### config.mk
export PLATFORM = sky130hd
export DESIGN_NAME = cnpc_ctrl
export DESIGN_NICKNAME = d
export VERILOG_FILES = /design/src/rtl/core/cnpc_pkg.sv /design/src/rtl/core/cnpc_ctrl.sv
export VERILOG_INCLUDE_DIRS = /design/src /design/src/rtl/core
export SDC_FILE = /design/constraint.sdc
export NUM_CORES = 1
export LEC_CHECK = 0
export ABC_AREA = 1
export BUFFER_PORTS_ARGS = -buffer_cell sky130_fd_sc_hd__buf_2
export CAP_MARGIN = 10
export CORE_AREA = 2 2 39 41
export DETAILED_ROUTE_END_ITERATION = 6
export DIE_AREA = 0 0 41 43
export HOLD_SLACK_MARGIN = 0.15
export PLACE_DENSITY_LB_ADDON = 0.12
export REMOVE_ABC_BUFFERS = 1
export SLEW_MARGIN = 20
export SYNTH_ARGS = -nofsm -noshare
export SYNTH_HDL_FRONTEND = slang
export SYNTH_SLANG_ARGS = --single-unit
export TNS_END_PERCENT = 50
### constraint.sdc
create_clock -name aclk -period 1 [get_ports aclk]
set_input_delay 0.15 -clock aclk [delete_from_list [all_inputs] [get_ports aclk]]
set_output_delay 0.15 -clock aclk [all_outputs]
set_load 0.01 [all_outputs]
### src/rtl/core/cached_nearest_palette_color_core_assert.svh
// Assertion macros shared by the nearest palette color core.
`ifndef CACHED_NEAREST_PALETTE_COLOR_CORE_ASSERT_SVH
`define CACHED_NEAREST_PALETTE_COLOR_CORE_ASSERT_SVH
// Assert that an antecedent implies a consequent in the same cycle.
`define NPC_ASSERT_IMP(label, clk, rstn, ante, cons, msg) \
    label: assert property (@(posedge clk) disable iff (!rstn) (ante) |-> (cons)) \
        else $error(msg);
// Assert that an antecedent implies a consequent in the next cycle.
`define NPC_ASSERT_NEXT(label, clk, rstn, ante, cons, msg) \
    label: assert property (@(posedge clk) disable iff (!rstn) (ante) |=> (cons)) \
        else $error(msg);
`endif

### src/rtl/core/cnpc_pkg.sv
// Shared types and constants of the nearest palette color core.
package cnpc_pkg;
    localparam int CacheEntriesDefault = 32;
    localparam logic [1:0] ModeWrite      = 2'd0;
    localparam logic [1:0] ModeInvalidate = 2'd1;
    localparam logic [1:0] ModeQuery      = 2'd2;
    localparam logic [1:0] ModeUnused     = 2'd3;
    localparam logic [7:0] FirstCandidate = 8'd255;
    localparam logic [7:0] ScanEnd        = 8'd254;
    localparam logic [7:0] SwapAbove      = 8'd4;

    typedef struct packed {
        logic load;          // latch the input item
        logic write_pal;     // write the palette entry
        logic invalidate;    // clear all valid marks
        logic cache_start;   // start cache scan at slot 0
        logic cache_step;    // advance cache scan
        logic swap;          // swap hit slot with the one below if above slot 4
        logic pal_start;     // start palette read of candidate 255
        logic pal_step;      // evaluate read data, read next entry
        logic cache_add;     // store the miss answer in the cache
        logic out_load;      // load the output register
    } cnpc_cmd_t;

    typedef struct packed {
        logic [1:0] mode;
        logic       cache_done;  // scan reached the fill limit
        logic       cache_hit;   // current slot matches
        logic       pal_done;    // search finished
    } cnpc_sts_t;
endpackage

### src/rtl/core/cnpc_ctrl.sv
// Controller state machine of the nearest palette color core.
`include "cached_nearest_palette_color_core_assert.svh"
module cnpc_ctrl (
    input  logic                aclk,
    input  logic                aresetn,
    input  logic                s_valid,
    output logic                s_ready,
    output logic                m_valid,
    input  logic                m_ready,
    input  cnpc_pkg::cnpc_sts_t sts,
    output cnpc_pkg::cnpc_cmd_t cmd
);
    localparam logic [2:0] StIdle  = 3'd0;
    localparam logic [2:0] StDisp  = 3'd1;
    localparam logic [2:0] StCache = 3'd2;
    localparam logic [2:0] StPal   = 3'd3;
    localparam logic [2:0] StOut   = 3'd4;

    logic [2:0] state_reg, state_next;
    logic       mvalid_reg, mvalid_next;
    logic       out_free;

    assign out_free = !mvalid_reg || m_ready;
    assign s_ready  = (state_reg == StIdle);
    assign m_valid  = mvalid_reg;

    always_comb begin
        cmd         = '0;
        state_next  = state_reg;
        mvalid_next = mvalid_reg && !m_ready;
        unique case (state_reg)
            StIdle: begin
                if (s_valid) begin
                    cmd.load   = 1'b1;
                    state_next = StDisp;
                end
            end
            StDisp: begin
                cmd.cache_start = 1'b1;
                unique case (sts.mode)
                    cnpc_pkg::ModeWrite: begin
                        cmd.write_pal = 1'b1;
                        state_next = StIdle;
                    end
                    cnpc_pkg::ModeInvalidate: begin
                        cmd.invalidate = 1'b1;
                        state_next = StIdle;
                    end
                    cnpc_pkg::ModeQuery: state_next = StCache;
                    default: state_next = StIdle;
                endcase
            end
            StCache: begin
                if (sts.cache_done) begin
                    cmd.pal_start = 1'b1;
                    state_next = StPal;
                end else if (sts.cache_hit) begin
                    if (out_free) begin
                        cmd.swap     = 1'b1;
                        cmd.out_load = 1'b1;
                        mvalid_next  = 1'b1;
                        state_next   = StIdle;
                    end
                end else begin
                    cmd.cache_step = 1'b1;
                end
            end
            StPal: begin
                if (sts.pal_done) begin
                    state_next = StOut;
                end else begin
                    cmd.pal_step = 1'b1;
                end
            end
            StOut: begin
                if (out_free) begin
                    cmd.cache_add = 1'b1;
                    cmd.out_load  = 1'b1;
                    mvalid_next   = 1'b1;
                    state_next    = StIdle;
                end
            end
            default: state_next = StIdle;
        endcase
    end

    always_ff @(posedge aclk) begin
        if (!aresetn) begin
            state_reg  <= StIdle;
            mvalid_reg <= 1'b0;
        end else begin
            state_reg  <= state_next;
            mvalid_reg <= mvalid_next;
        end
    end

    // A result is only loaded when the output register is free.
    `NPC_ASSERT_IMP(a_out_free, aclk, aresetn, cmd.out_load, out_free, "output overrun")
    // Palette steps only happen in the search state.
    `NPC_ASSERT_IMP(a_step_st, aclk, aresetn, cmd.pal_step, state_reg == StPal, "stray step")
    // A loaded result is offered in the next cycle.
    `NPC_ASSERT_NEXT(a_out_v, aclk, aresetn, cmd.out_load, m_valid, "result not offered")
endmodule

# Yosys cells after proc, flatten, opt, wreduce, memory -nomap -nowiden
# Cells that the tools add are included.
# totals
regBits	4
out_inout_bits	12
word_cells	46
# classes
n_eq_ne	9
mux	28
n_reduce_logical	7
# ops
op	count
$mux W3	7
$mux W1	15
$pmux W3 S5	1
$eq A3 B2 Y1 const B	2
$mux W2	3
$ne A2 B2 Y1 const B	2
$pmux W1 S2	2
$eq A3 B1 Y1 const B	1
$eq A3 B3 Y1 const B	1
$logic_not A3 Y1	1
$ne A3 B3 Y1 const B	1
$reduce_and A3 Y1	1
$eq A2 B1 Y1 const B	1
$eq A2 B2 Y1 const B	1
$logic_not A1 Y1	2
$logic_not A2 Y1	1
$logic_and A1 B1 Y1	1
$logic_or A1 B1 Y1	1

# Depth between registers and ports, before layout
# Gate-level depths: netlist of the first run.
# depth
ltp_word	6
depth_mapped	7

# Worst setup path after synthesis of the first run
# OpenSTA, ideal clock, no wires.
# synth_path
path_kind	reg2out
start	register state_reg[2]
end	output port cmd[0] (netlist name)
arrival_time_ns	0.950
t_required_ns	0.850
path_slack_ns	-0.100
stages_incl_launch_ff	5
cell_sequence	dfxtp_1 -> buf_6 -> nor3_2 -> nand3b_1 -> a21oi_1
# synth_lines
element	line_no	source
start: declaration	cnpc_ctrl.sv:19	logic [2:0] state_reg, state_next;
start signal: assignment	cnpc_ctrl.sv:89	state_reg <= StIdle;
start signal: assignment	cnpc_ctrl.sv:92	state_reg <= state_next;
end: declaration	cnpc_ctrl.sv:11	output cnpc_pkg::cnpc_cmd_t cmd

==> results of run 1 <==
==> worst max path at each step <==
| stage | slack [ps] | end | start | cells after the start |
|---|---|---|---|---|
| floorplan | -70 | cmd[0] | state_reg[1] | 4 |
| CTS | -350 | cmd[0] | state_reg[0] | 4 |
| global route | -430 | cmd[0] | state_reg[1] | 5 |
| global placement | -180 | cmd[0] | state_reg[2] | 4 |
| detailed placement | -190 | cmd[0] | state_reg[2] | 4 |
| finish | -330 | cmd[0] | state_reg[0] | 4 |
==> final cells by class <==
class	count	area [um^2]	share of cell area
repair buffers	32	206.4	0.3280
flip-flops and latches	4	88.84	0.1412
inverters	13	48.80	0.07753
multi-input cells	38	242.7	0.3857
well taps	16	20.02	0.03181
clock buffers	3	22.52	0.03579
==> power breakdown <==
| part | internal (mW) | switching [mW] |
|---|---|---|
| logic | 0.235 | 0.277 |
| clock network | 0.134 | 0.0634 |
| registers | 0.192 | 0.0346 |
| total | 0.561 | 0.375 |
==> stage by stage <==
stage | utilization | cells
CTS | 0.4087 | 105
detailed placement | 0.3517 | 98
finish | 0.4548 | 106
global route | 0.4548 | 106
floorplan | - | 55
global placement | 0.3517 | 98
==> worst register-to-register path, cell delays in order (launching register included) <==
cell	delay (ps)
dfxtp_4	370
buf_6	120
nor2_1	70
nand3_1	90
buf_4	160
nand3_4	70
nand2_1	50
nand2_1	50
nor2_1	30
==> layer usage <==
| metal | track usage | vias to the layer above |
|---|---|---|
| li1 | - | 240 |
| met1 | 0.1424 | 203 |
| met2 | 0.1813 | 19 |
| met3 | 0.06283 | 2 |
| met4 | 0.04000 | 0 |
| met5 | 0 | - |
==> repair_timing <==
action | in CTS | in global routing
hold endpoints to repair | 1 | 0
endpoints found under the setup margin | 15 | 15
resized for setup | 9 | 14
hold buffers | 1 | 0
pin swaps | 5 | 4
setup buffers | 3 | 1
==> Yosys cell counts <==
| master | n |
|---|---|
| dfxtp_1 | 4 |
| nor3_1 | 3 |
| a21oi_1 | 3 |
| nand3_1 | 1 |
| nand3b_1 | 1 |
| o21ai_0 | 1 |
| nor2_2 | 2 |
| nand2_1 | 11 |
| inv_1 | 12 |
| nand3_2 | 2 |
| buf_6 | 1 |
| nand4_1 | 1 |
| a31oi_1 | 1 |
| inv_2 | 1 |
| nor3_2 | 1 |
| nor2_1 | 11 |
==> kinds of logic after synthesis <==
family	count (synthesis)	synth area share
AND/OR/NAND/NOR	33	0.4885
buffers and inverters	14	0.1846
flip-flops	4	0.2462
AO/OA/AOI/OAI	5	0.08075
==> placed cells by master, fill, tap and decap left out, types with 2 or more instances in the layout <==
master / netlist / final
nor2_1: 11 / 10
nand2_1: 11 / 8
inv_1: 12 / 10
nand2_2: 0 / 2
buf_4: 0 / 9
nor3_2: 1 / 3
nor2_4: 0 / 2
buf_6: 1 / 3
buf_2: 0 / 19
a21oi_1: 3 / 2
clkbuf_4: 0 / 3
dfxtp_4: 0 / 2
inv_2: 1 / 3
==> metrics.txt, run 1 <==
remaining routing DRC violations=0; setup_tns=-2998 ps; Max FO, Critical Path=4; max FFs per register=3; number of max-cap violations=0; GRT overflow=0; netlist area before placement=325.3 um^2; Initial Utilization=0.2351; clock sink total=4; post-synthesis sequential area ratio=0.2462; met3 WL=79 um; skew final=2.996 ps; crit-path cells=nor3_4, nand3b_1, a21oi_1, buf_2; Netlist cell types=16; Met2 Routed Length=544 um; worst hold path depth=5; die height=43 um; WL final=1008 um; cells after synthesis=56; slowest cell on the critical path=dfxtp_4; full die area=1763 um^2; number of global-route vias before repair=376; period utilization=1.333; WP data arrival=1180 ps; hpwl dp=756.3 um; port bufs=20; pre-CTS setup slack=-189.8 ps; Reg clk slew, reported paths=40 ps; worst hold margin=314.8 ps; Worst Setup Start Kind=register; measured slew at the worst slew-check pin=223.5 ps; DR WL/cell=9.509 um; RePlAce Congestion=0.7232; # nets final=101; hold endpoint=state_reg[0]; gr usage total=0.1207; ANT nets after route=0; DR vias/cell=4.377; Clock Path Buffers=2; Critical Path Max Stage Delay=350 ps; Area contributors post-synth=dfxtp_1 25%, inv_1 14%, nand2_1 13%; syn avg cell area=5.809 um^2; Num CTS Buffers=3; Post-DP Area=486.7 um^2; Static Leak=0.3622 nW; Critical Setup Path Class=reg2out; FMAX=0.7504 GHz; Tmin final=1333 ps; met1 WL=376 um; Synth top area share=0.2462; largest net degree at the start of global routing=6; failing checks=setup timing; CTS tree=built; vias=464; R2R depth=8; worst reg2reg endpoint=state_reg[0]; Clock Latency Late Sink=230 ps; Reg2Reg Setup Slack=-120 ps; final instance area=629.4 um^2; first-pass GRT wire length=1407 um; io pins=21; Crit path max-delay family=flip-flops; worst r2r src=state_reg[2]; uppermost layer routed=met4; Worst Path Buf+Inv=1; status=complete, but fails checks; FP Rows=14; setup ws final=-332.6 ps; DRT Pass-1 Iters=3; final setup fails=15; CP required=850 ps; Yosys reg bits=4; Initial DRC Count=8; Hold Crit Start=sts[2]; initial antenna violation count=0; Final Hold Viols=0; n_diodes=0; P per Cell Area=1487 nW/um^2; top cell type by total area after synthesis=dfxtp_1; H-tree depth=1; PnR Total Power=936.0 uW; Die Wd=41 um; core area=1384 um^2; clock root cell=clkbuf_4; # fillers=169; layout cells sized above 1=0.5889; max_slew headroom=0.8503; RSZ-0062 raised after global routing=true; CP endpoint kind=output port; Area growth, synth to finish=93.46%; worst hold path class=in2reg; max-slew violations=0; yosys warns=0; worst vdd ir=711.4 uV
Note: power is estimated with default switching activity, not from simulation.
==> run 2: changes to the inputs <==
CTS_BUF_LIST = sky130_fd_sc_hd__clkbuf_16   (was unset)
==> metrics.txt, run 2 (synthesis gave the netlist of run 1 again) <==
status=complete, but fails checks (unchanged); failing checks=setup timing (unchanged); commonest non-fill, non-tap cells in the layout=19 x buf_2, 10 x inv_1, 10 x nor2_1 (unchanged); max FFs per register=3 (unchanged); CP endpoint kind=output port (unchanged); GRT overflow=0 (unchanged); first-pass GRT wire length=1483 um (was 1407 um); Clock Path Buffers=2 (unchanged); worst hold margin=167.5 ps (was 314.8 ps); layout cells sized above 1=0.5955 (was 0.5889); skew final=0.5376 ps (was 2.996 ps); number of max-cap violations=0 (unchanged); max-slew violations=0 (unchanged); RSZ-0062 raised after global routing=true (unchanged); P per Cell Area=2001 nW/um^2 (was 1487 nW/um^2); Critical Path Max Stage Delay=350 ps (about the same); clock sink total=4 (unchanged); placed cells=98 (unchanged); Initial Utilization=0.2351 (unchanged); max_slew headroom=0.8507 (was 0.8503); CTS tree=built (unchanged); core area=1384 um^2 (unchanged); Clock Latency Late Sink=220 ps (was 230 ps); Post-DP Area=486.7 um^2 (unchanged); Initial DRC Count=7 (was 8); FMAX=0.7508 GHz (was 0.7504 GHz); fin util=0.4855 (was 0.4548); Tmin final=1332 ps (was 1333 ps); initial antenna violation count=0 (unchanged); worst hold path class=in2reg (unchanged); crit-path cells=nor3_4, nand3b_1, a21oi_1, buf_2 (unchanged); slowest cell on the critical path=dfxtp_4 (unchanged); DR vias/cell=4.305 (was 4.377); FP Rows=14 (unchanged); PnR Total Power=1.345 mW (was 936.0 uW); CP required=850 ps (about the same); DRT Pass-1 Iters=3 (unchanged); Max FO, Critical Path=4 (unchanged); clock root cell=clkbuf_16 (was clkbuf_4); Num CTS Buffers=3 (unchanged); worst vdd ir=1352 uV (was 711.4 uV); cts hold-fix bufs=0 (was 1); Final Hold Viols=0 (unchanged); final instance area=671.9 um^2 (was 629.4 um^2); DR WL/cell=9.724 um (was 9.509 um); final setup fails=15 (unchanged); remaining routing DRC violations=0 (unchanged); Critical Setup Path Class=reg2out (unchanged); measured slew at the worst slew-check pin=223.0 ps (was 223.5 ps); vias=452 (was 464); Area growth, synth to finish=106.5% (was 93.46%); pre-CTS setup slack=-189.8 ps (unchanged); port bufs=20 (unchanged); setup ws final=-332.0 ps (was -332.6 ps); # fillers=157 (was 169); gr usage total=0.1268 (was 0.1207); period utilization=1.332 (was 1.333); commonest non-fill, non-tap cell in the layout=buf_2 (unchanged); die height=43 um (unchanged); WL final=1021 um (was 1008 um); WP data arrival=1180 ps (about the same); io pins=21 (unchanged); # nets final=100 (was 101); Die Wd=41 um (unchanged); full die area=1763 um^2 (unchanged); Worst Setup Start Kind=register (unchanged); RePlAce Congestion=0.7232 (unchanged); number of global-route vias before repair=402 (was 376); final cell count without fillers=105 (was 106); n_diodes=0 (unchanged); Static Leak=0.3812 nW (was 0.3622 nW); H-tree depth=1 (unchanged); ANT nets after route=0 (unchanged); Reg clk slew, reported paths=30 ps (was 40 ps); largest net degree at the start of global routing=6 (unchanged); hpwl dp=756.3 um (unchanged); setup_tns=-2852 ps (was -2998 ps)
## run 2: per-layer routing
| layer | vias to the layer above | track usage | wire, um |
|---|---|---|---|
| li1 | 239 | - | - |
| met1 | 197 | 0.1521 | 404 |
| met2 | 16 | 0.1906 | 546 |
| met3 | 0 | 0.06283 | 70 |
| met4 | 0 | 0.04000 | 0 |
| met5 | - | 0 | 0 |
## run 2: critical path: cells and delay by family, from the launching register on
kind / cells / cell delay (ps)
buf+inv: 1 / 140
simple gates: 2 / 330
compound gates: 1 / 140
flops: 1 / 350
## run 2: final timing paths
kind                 from      endpoint  slack (ps)  depth (start not counted)
min               aresetn  state_reg[0]         170                          3
min reg2reg  state_reg[0]  state_reg[0]         700                          5
max reg2reg  state_reg[2]  state_reg[0]        -120                          8
max          state_reg[0]        cmd[0]        -330                          4
## run 2: where the power goes
group | switching (mW) | total (mW) | internal, mW
logic | 0.276 | 0.508 | 0.232
registers | 0.0349 | 0.227 | 0.192
clock network | 0.0996 | 0.609 | 0.510
total | 0.410 | 1.34 | 0.934
## run 2: layout make-up
cell class                      count  area [um^2]  share of cell area
Tap cell                           16        20.02             0.02980
Clock buffer                        3        75.07              0.1117
Timing Repair Buffer               31        196.4              0.2924
Sequential cell                     4        88.84              0.1322
Multi-Input combinational cell     38        242.7              0.3613
Inverter                           13        48.80             0.07263
## run 2: repair_timing
item	in CTS	in global routing
gates resized for setup	10	13
pin swaps	5	4
endpoints found under the hold margin	0	0
setup endpoints to repair	15	15
buffers inserted	3	1
